File: src/rtl/assert_macros.svh
// assertion helpers used by the frame receiver top
`ifndef ASSERT_MACROS_SVH
`define ASSERT_MACROS_SVH

// same-cycle implication, off during reset
`define ASSERT_SAME(label, ante, cons) \
  label: assert property (@(posedge clk) disable iff (rst) (ante) |-> (cons)) \
    else $error("assertion failed");

// next-cycle implication, off during reset
`define ASSERT_NEXT(label, ante, cons) \
  label: assert property (@(posedge clk) disable iff (rst) (ante) |=> cons) \
    else $error("assertion failed");

`endif

File: src/rtl/dlerx_pkg.sv
package dlerx_pkg;

  localparam logic [7:0] CODE_STX     = 8'h02;
  localparam logic [7:0] CODE_ETX     = 8'h03;
  localparam logic [7:0] CODE_DLE     = 8'h10;
  localparam logic [7:0] STUFF_OFFSET = 8'h40;

  localparam int MAX_RESULTS = 63;
  localparam int IDX_W       = 6;
  // wide enough for a length byte plus one
  localparam int LEN_W       = 9;

  typedef enum logic [1:0] {
    PH_WAIT_START = 2'd0,
    PH_BODY       = 2'd1,
    PH_WAIT_CHECK = 2'd2
  } phase_t;

  typedef enum logic [1:0] {
    CS_RUN   = 2'd0,
    CS_FETCH = 2'd1,
    CS_SHOW  = 2'd2
  } ctl_t;

endpackage

File: src/rtl/dle_stx_frame_receiver_top.sv
// DLE/STX/ETX frame receiver with XOR block check.
// rx channel: one raw line byte per item on rx_byte (rx_valid / rx_stall).
// pay channel: one result item per payload byte of an accepted frame, with
//   payload_byte, byte_present, byte_index and last_of_frame; an accepted
//   frame with an empty payload gives a single item with byte_present low.
// Line bytes are taken one per cycle while no frame is being read out.
// Body bytes go into a BODY_BYTES deep buffer with a registered read port.
// After the check byte of a good frame is accepted, rx_stall goes high and
// the payload is read back from the buffer: each payload byte passes a
// fetch state (buffer read into the registered read port) and then a show
// state that offers it; the empty marker is offered in the cycle after the
// check byte; the rx side stays held until the last item has been taken.
// Bad frames produce no items and cost nothing beyond their own bytes.
// While pay_stall is high the current item holds and rx stays stalled.
// Reset returns to waiting for DLE STX and drops any frame in progress;
// the buffer needs no clearing since only bytes of the current frame are read.
`include "assert_macros.svh"

module dle_stx_frame_receiver_top #(
  parameter int BODY_BYTES = 64
) (
  input  logic       clk,
  input  logic       rst,
  input  logic       rx_valid,
  output logic       rx_stall,
  input  logic [7:0] rx_byte,
  output logic       pay_valid,
  input  logic       pay_stall,
  output logic [7:0] payload_byte,
  output logic       byte_present,
  output logic [dlerx_pkg::IDX_W-1:0] byte_index,
  output logic       last_of_frame
);

  localparam int CW = $clog2(BODY_BYTES + 1);
  localparam int AW = $clog2(BODY_BYTES);
  localparam int IW = dlerx_pkg::IDX_W;
  localparam int LW = dlerx_pkg::LEN_W;

  dlerx_pkg::phase_t phase, phase_next;
  dlerx_pkg::ctl_t   ctl, ctl_next;
  logic              escape_pending, escape_pending_next;
  logic [CW-1:0]     body_count, body_count_next;
  logic [7:0]        running_check, running_check_next;
  logic [7:0]        first_byte, first_byte_next;
  logic [IW-1:0]     out_idx, out_idx_next;
  logic [IW-1:0]     last_idx, last_idx_next;
  logic              empty_run, empty_run_next;

  logic [7:0]    unst;
  logic [7:0]    chk_x;
  logic          room;
  logic [CW-1:0] plen;
  logic          frame_ok;
  logic          accept_frame;
  logic          wr_en;
  logic          rd_en;
  logic [AW-1:0] rd_addr;
  logic [7:0]    rd_data;

  assign unst     = escape_pending ? rx_byte - dlerx_pkg::STUFF_OFFSET : rx_byte;
  assign chk_x    = running_check ^ unst;
  assign room     = body_count < CW'(BODY_BYTES);
  assign plen     = body_count - CW'(1);
  assign frame_ok = (chk_x == 8'd0) && (body_count != '0)
                    && (LW'(body_count) == LW'(first_byte) + LW'(1));

  // line byte handling
  always_comb begin
    phase_next          = phase;
    escape_pending_next = escape_pending;
    body_count_next     = body_count;
    running_check_next  = running_check;
    first_byte_next     = first_byte;
    wr_en               = 1'b0;
    accept_frame        = 1'b0;
    if (ctl == dlerx_pkg::CS_RUN && rx_valid) begin
      if (rx_byte == dlerx_pkg::CODE_DLE) begin
        escape_pending_next = 1'b1;
      end else if (rx_byte == dlerx_pkg::CODE_STX) begin
        if (escape_pending) begin
          escape_pending_next = 1'b0;
          phase_next          = dlerx_pkg::PH_BODY;
          body_count_next     = '0;
          running_check_next  = 8'd0;
        end
      end else begin
        unique case (phase)
          dlerx_pkg::PH_BODY: begin
            escape_pending_next = 1'b0;
            if (escape_pending && rx_byte == dlerx_pkg::CODE_ETX) begin
              running_check_next = running_check ^ dlerx_pkg::CODE_ETX;
              phase_next         = dlerx_pkg::PH_WAIT_CHECK;
            end else if (room) begin
              running_check_next = chk_x;
              wr_en              = 1'b1;
              body_count_next    = body_count + CW'(1);
              if (body_count == '0) begin
                first_byte_next = unst;
              end
            end else begin
              // buffer full: drop the frame
              phase_next = dlerx_pkg::PH_WAIT_START;
            end
          end
          dlerx_pkg::PH_WAIT_CHECK: begin
            escape_pending_next = 1'b0;
            running_check_next  = chk_x;
            phase_next          = dlerx_pkg::PH_WAIT_START;
            accept_frame        = frame_ok;
          end
          default: ;
        endcase
      end
    end
  end

  // readout control
  always_comb begin
    ctl_next       = ctl;
    out_idx_next   = out_idx;
    last_idx_next  = last_idx;
    empty_run_next = empty_run;
    rx_stall       = 1'b1;
    pay_valid      = 1'b0;
    rd_en          = 1'b0;
    unique case (ctl)
      dlerx_pkg::CS_RUN: begin
        rx_stall = 1'b0;
        if (accept_frame) begin
          out_idx_next   = '0;
          empty_run_next = (plen == '0);
          if (LW'(plen) > LW'(dlerx_pkg::MAX_RESULTS)) begin
            last_idx_next = IW'(dlerx_pkg::MAX_RESULTS - 1);
          end else begin
            last_idx_next = IW'(plen - CW'(1));
          end
          ctl_next = (plen == '0) ? dlerx_pkg::CS_SHOW : dlerx_pkg::CS_FETCH;
        end
      end
      dlerx_pkg::CS_FETCH: begin
        rd_en    = 1'b1;
        ctl_next = dlerx_pkg::CS_SHOW;
      end
      dlerx_pkg::CS_SHOW: begin
        pay_valid = 1'b1;
        if (!pay_stall) begin
          if (last_of_frame) begin
            ctl_next = dlerx_pkg::CS_RUN;
          end else begin
            out_idx_next = out_idx + IW'(1);
            ctl_next     = dlerx_pkg::CS_FETCH;
          end
        end
      end
      default: ctl_next = dlerx_pkg::CS_RUN;
    endcase
  end

  always_ff @(posedge clk) begin
    if (rst) begin
      ctl <= dlerx_pkg::CS_RUN;
    end else begin
      ctl <= ctl_next;
    end
  end

  always_ff @(posedge clk) begin
    if (rst) begin
      phase          <= dlerx_pkg::PH_WAIT_START;
      escape_pending <= 1'b0;
      body_count     <= '0;
      running_check  <= 8'd0;
    end else begin
      phase          <= phase_next;
      escape_pending <= escape_pending_next;
      body_count     <= body_count_next;
      running_check  <= running_check_next;
    end
  end

  always_ff @(posedge clk) begin
    first_byte <= first_byte_next;
    out_idx    <= out_idx_next;
    last_idx   <= last_idx_next;
    empty_run  <= empty_run_next;
  end

  // payload starts after the length byte
  assign rd_addr = AW'(LW'(out_idx) + LW'(1));

  dlerx_ram #(
    .DEPTH (BODY_BYTES),
    .AW    (AW)
  ) u_ram (
    .clk     (clk),
    .wr_en   (wr_en),
    .wr_addr (body_count[AW-1:0]),
    .wr_data (unst),
    .rd_en   (rd_en),
    .rd_addr (rd_addr),
    .rd_data (rd_data)
  );

  assign payload_byte  = empty_run ? 8'd0 : rd_data;
  assign byte_present  = !empty_run;
  assign byte_index    = out_idx;
  assign last_of_frame = empty_run || (out_idx == last_idx);

  `ASSERT_SAME(a_no_rx_during_readout, pay_valid, rx_stall)
  `ASSERT_SAME(a_count_in_range, 1'b1, body_count <= CW'(BODY_BYTES))
  `ASSERT_SAME(a_empty_marker_shape, pay_valid && !byte_present,
               last_of_frame && byte_index == '0)
  `ASSERT_NEXT(a_index_steps, pay_valid && !pay_stall && !last_of_frame,
               ##1 (pay_valid && byte_index == IW'($past(byte_index, 2) + IW'(1))))

endmodule

File: src/rtl/dlerx_ram.sv
module dlerx_ram #(
  parameter int DEPTH = 64,
  parameter int AW    = 6
) (
  input  logic          clk,
  input  logic          wr_en,
  input  logic [AW-1:0] wr_addr,
  input  logic [7:0]    wr_data,
  input  logic          rd_en,
  input  logic [AW-1:0] rd_addr,
  output logic [7:0]    rd_data
);

  logic [7:0] mem [DEPTH];

  always_ff @(posedge clk) begin
    if (wr_en) begin
      mem[wr_addr] <= wr_data;
    end
  end

  always_ff @(posedge clk) begin
    if (rd_en) begin
      rd_data <= mem[rd_addr];
    end
  end

endmodule
File: config.mk
export PLATFORM = sky130hd
export DESIGN_NAME = dle_stx_frame_receiver_top
export DESIGN_NICKNAME = d
export VERILOG_FILES = /design/src/rtl/dlerx_pkg.sv /design/src/rtl/dle_stx_frame_receiver_top.sv /design/src/rtl/dlerx_ram.sv
export VERILOG_INCLUDE_DIRS = /design/src /design/src/rtl
export SDC_FILE = /design/constraint.sdc
export NUM_CORES = 1
export LEC_CHECK = 0
export BUFFER_PORTS_ARGS = -buffer_cell sky130_fd_sc_hd__buf_2
export CORE_AREA = 8 8 249 203
export CTS_CLUSTER_DIAMETER = 200
export DETAILED_ROUTE_END_ITERATION = 10
export DIE_AREA = 0 0 257 211
export HOLD_SLACK_MARGIN = 0.06
export PLACE_DENSITY = 0.75
export SETUP_SLACK_MARGIN = 0.15
export SYNTH_ARGS = -nofsm -noshare
export SYNTH_HDL_FRONTEND = slang
export SYNTH_HIERARCHICAL = 1
export SYNTH_SLANG_ARGS = --single-unit
File: constraint.sdc
create_clock -name clk -period 4.65 [get_ports clk]
set_input_delay 0.93 -clock clk [delete_from_list [all_inputs] [get_ports clk]]
set_output_delay 0.93 -clock clk [all_outputs]
set_load 0.02 [all_outputs]
==> results.tsv <==
metric	value	unit
minimum clock period	4.01	ns
Die ar.	54200	µm²
largest net degree at the start of global routing	80	
leading cell types by total area after synthesis	edfxtp_1 71%, mux4_2 12%, dfxtp_1 1.7%, nor2_1 1.7%, mux2i_1 1.0%	
area fraction in compound gates after synthesis	3.91	%
vias in the first global route	12000	
Post-synth EDFFs	541	
number of I/O pins	30	
TritonCTS clock tree	yes	
Worst-Margin Slew	1.13	ns
Cell Rows	71	
Num CTS Buffers	51	
Core Region	46500	µm²
commonest non-fill, non-tap cell in the layout	edfxtp_1	
Post-Synth Simple-Gate Area	6.07	%
Synth Instances	1250	
Fin. Hold Viols	0	
detailed placer's ending HPWL	33500	µm
#FFs+latches synth	561	
met2 Resource Use GR	28.8	%
Initial Utilization	49.6	%
Syn Std Cell Area	23000	µm²
Adder-Cell Fraction of Synth Area	0.489	%
largest family of logic cells by synthesized area	multiplexers	
f_max	0.249	GHz
TNS Setup	0	ns
routability cong.	0.863	
top_reg_cell synth	edfxtp_1	
Worst Setup End Kind	flop	
setup bufs post-CTS	0	
buffers added on ports	29	
DR vias	12500	
first-pass GRT wire length	80600	µm
CTS sink count	561	
most frequent cells in the layout	541 x edfxtp_1, 127 x mux4_2, 103 x nor2_1	
via/cell ratio	6.39	
Post-Syn Area per Cell	18.4	µm²
initial antenna violation count	4	
Synth Area in XOR/XNOR	1.22	%
post-route ant nets	0	
Root Driver	clkbuf_16	
area leader, netlist	edfxtp_1	
P_leak	7.94	nW
CP Data Required Time	4.83	ns
Clock transition at path regs	0.06	ns
iteration-0 DRC count of the detailed router	1681	
fin crit share	86.2	%
mux contribution to synthesized area	14.1	%
H-tree lvl count	2	
Cell variety after synth	74	
worst relative slew slack	24.5	%
Die W	257	µm
Worst Skew	0.0198	ns
final setup fails	0	
Final nets	1319	
Async SR Flop Fraction	0	%
Synth Warn #	6	
post-CTS sizing	0	
worst hold path class	flop to flop	
DRC	0	
total gr overflow	0	
Seq/Total Area, Yosys	72.3	%
final WL	53500	µm
Max clock buf depth	3	
Pre-Repair DR Iteration Count	5	
fin util	54.8	%
busiest grt layer	met1	
syn nets	1271	
status	finished, final reports clean	
ratio of cells with drive above 1 in the final layout	21.8	%
GR Util All Layers	19.6	%
CTS Hold Buffers Added	0	
Slew Limit Fails	0	
crit-path max FO	8	
Max VDD drop	0.000248	V
Die H	211	µm
post-synth top area share	70.5	%
pwr/cell area	378	nW/µm²
maxcap violations	0	
RSZ-0062 raised after global routing	no	
average wire per cell in the routed design	27.3	µm
global-route met1 utilization	30.3	%
Setup CP Type	input port to flop	
GRT met3 Usage	3.96	%
synth-to-layout area growth	10.6	%
crit start category	input port	
critical path arrival	4.19	ns
Worst-Skew Late Latency	0.57	ns
-- logic make-up (layout without fill, tap and decap cells) --
kind of cell,count (synthesis),count (layout)
mux,164,164
simple gates,275,275
other cells,0,2
xor+xnor,32,32
compound gates,125,125
buf+inv,84,171
fa+ha+maj,9,9
flops,561,561
-- synth_stat cells (all sizes together), types with 3 or more instances --
| cell | n |
|---|---|
| and2 | 12 |
| dfxtp | 20 |
| o21a | 5 |
| nand3b | 5 |
| ha | 9 |
| a21boi | 3 |
| buf | 38 |
| nand2 | 36 |
| clkbuf | 29 |
| mux2 | 13 |
| o22ai | 13 |
| a221oi | 6 |
| nor2 | 103 |
| or3 | 5 |
| xor2 | 10 |
| nor4b | 3 |
| o41ai | 4 |
| a22oi | 3 |
| nor3b | 5 |
| nand4b | 5 |
| o21ai | 17 |
| xnor2 | 22 |
| nand2b | 16 |
| a2111oi | 3 |
| a21oi | 17 |
| o2111ai | 3 |
| mux2i | 24 |
| a31oi | 8 |
| nor3 | 12 |
| a211oi | 5 |
| nand3 | 24 |
| edfxtp | 541 |
| mux4 | 127 |
| nand4 | 8 |
| nor4 | 6 |
| o2bb2ai | 4 |
| nor2b | 27 |
| and4 | 3 |
| a21o | 5 |
| o221ai | 8 |
| inv | 17 |
| o31ai | 3 |
-- cell type report --
cell class                 instances  area, µm²
inverter                          17       71.3
clock buffer                      63       1330
timing repair buffer              62        430
antenna                            2       5.00
sequential                       561      16600
clock inverter                    29        225
fill                            3427      21000
multi-input combinational        605       5980
tap                              620        776
-- through the flow --
step	setup WS [ns]	std cells	area, µm²	hold slack, ns	total power [W]
final	0.641	1959	25500	0.480	0.00963
after global routing	0.493	1957	25500	0.518	0.00987
after CTS	0.715	1957	25500	0.484	0.00967
after detailed placement	0.146	1865	23900	0.476	0.00577
after global placement	0.283	1865	23900	0.453	0.00577
after floorplan	1.03	1250	23000	0.441	0.00567
-- where the power goes --
part / internal (W) / switching, W
Clock: 0.00220 / 0.00177
Sequential: 0.00553 / 0.000000421
Combinational: 0.0000191 / 0.000110
Total: 0.00775 / 0.00188
-- flip-flops by register name (all words and copies together) (netlist names) --
register / flops
last_idx: 6
running_check: 8
u_ram/rd_data: 8
first_byte: 8
ctl: 2
u_ram/mem: 512
byte_index: 6
body_count: 7
empty_run: 1
phase: 2
escape_pending: 1
-- metal layers --
layer / share of wire (%) / up-vias
met5: 0.039 / -
met4: 1.6 / 4
met3: 12 / 72
met2: 45 / 824
met1: 41 / 6451
li1: - / 5161
-- worst max-delay path, cell delays in order --
cell	delay, ns
buf_2	0.12
inv_1	0.06
ha_1	0.17
or4b_4	0.51
nor3_2	0.21
o21a_2	0.21
nand2_2	0.11
nor2_1	0.15
nor2b_1	0.35
nand2_1	0.54
nor2_1	0.81
-- path summary, 6_finish.rpt --
check / from / to / slack [ns] / depth (start not counted)
max: rx_byte[6] / u_ram/mem[26][3] / 0.64 / 11
max reg2reg: byte_index[0] / u_ram/rd_data[0] / 1.11 / 5
min reg2reg: phase[0] / phase[0] / 0.48 / 2
min: phase[0] / phase[0] / 0.48 / 2
(Power assumes the default switching activity.)
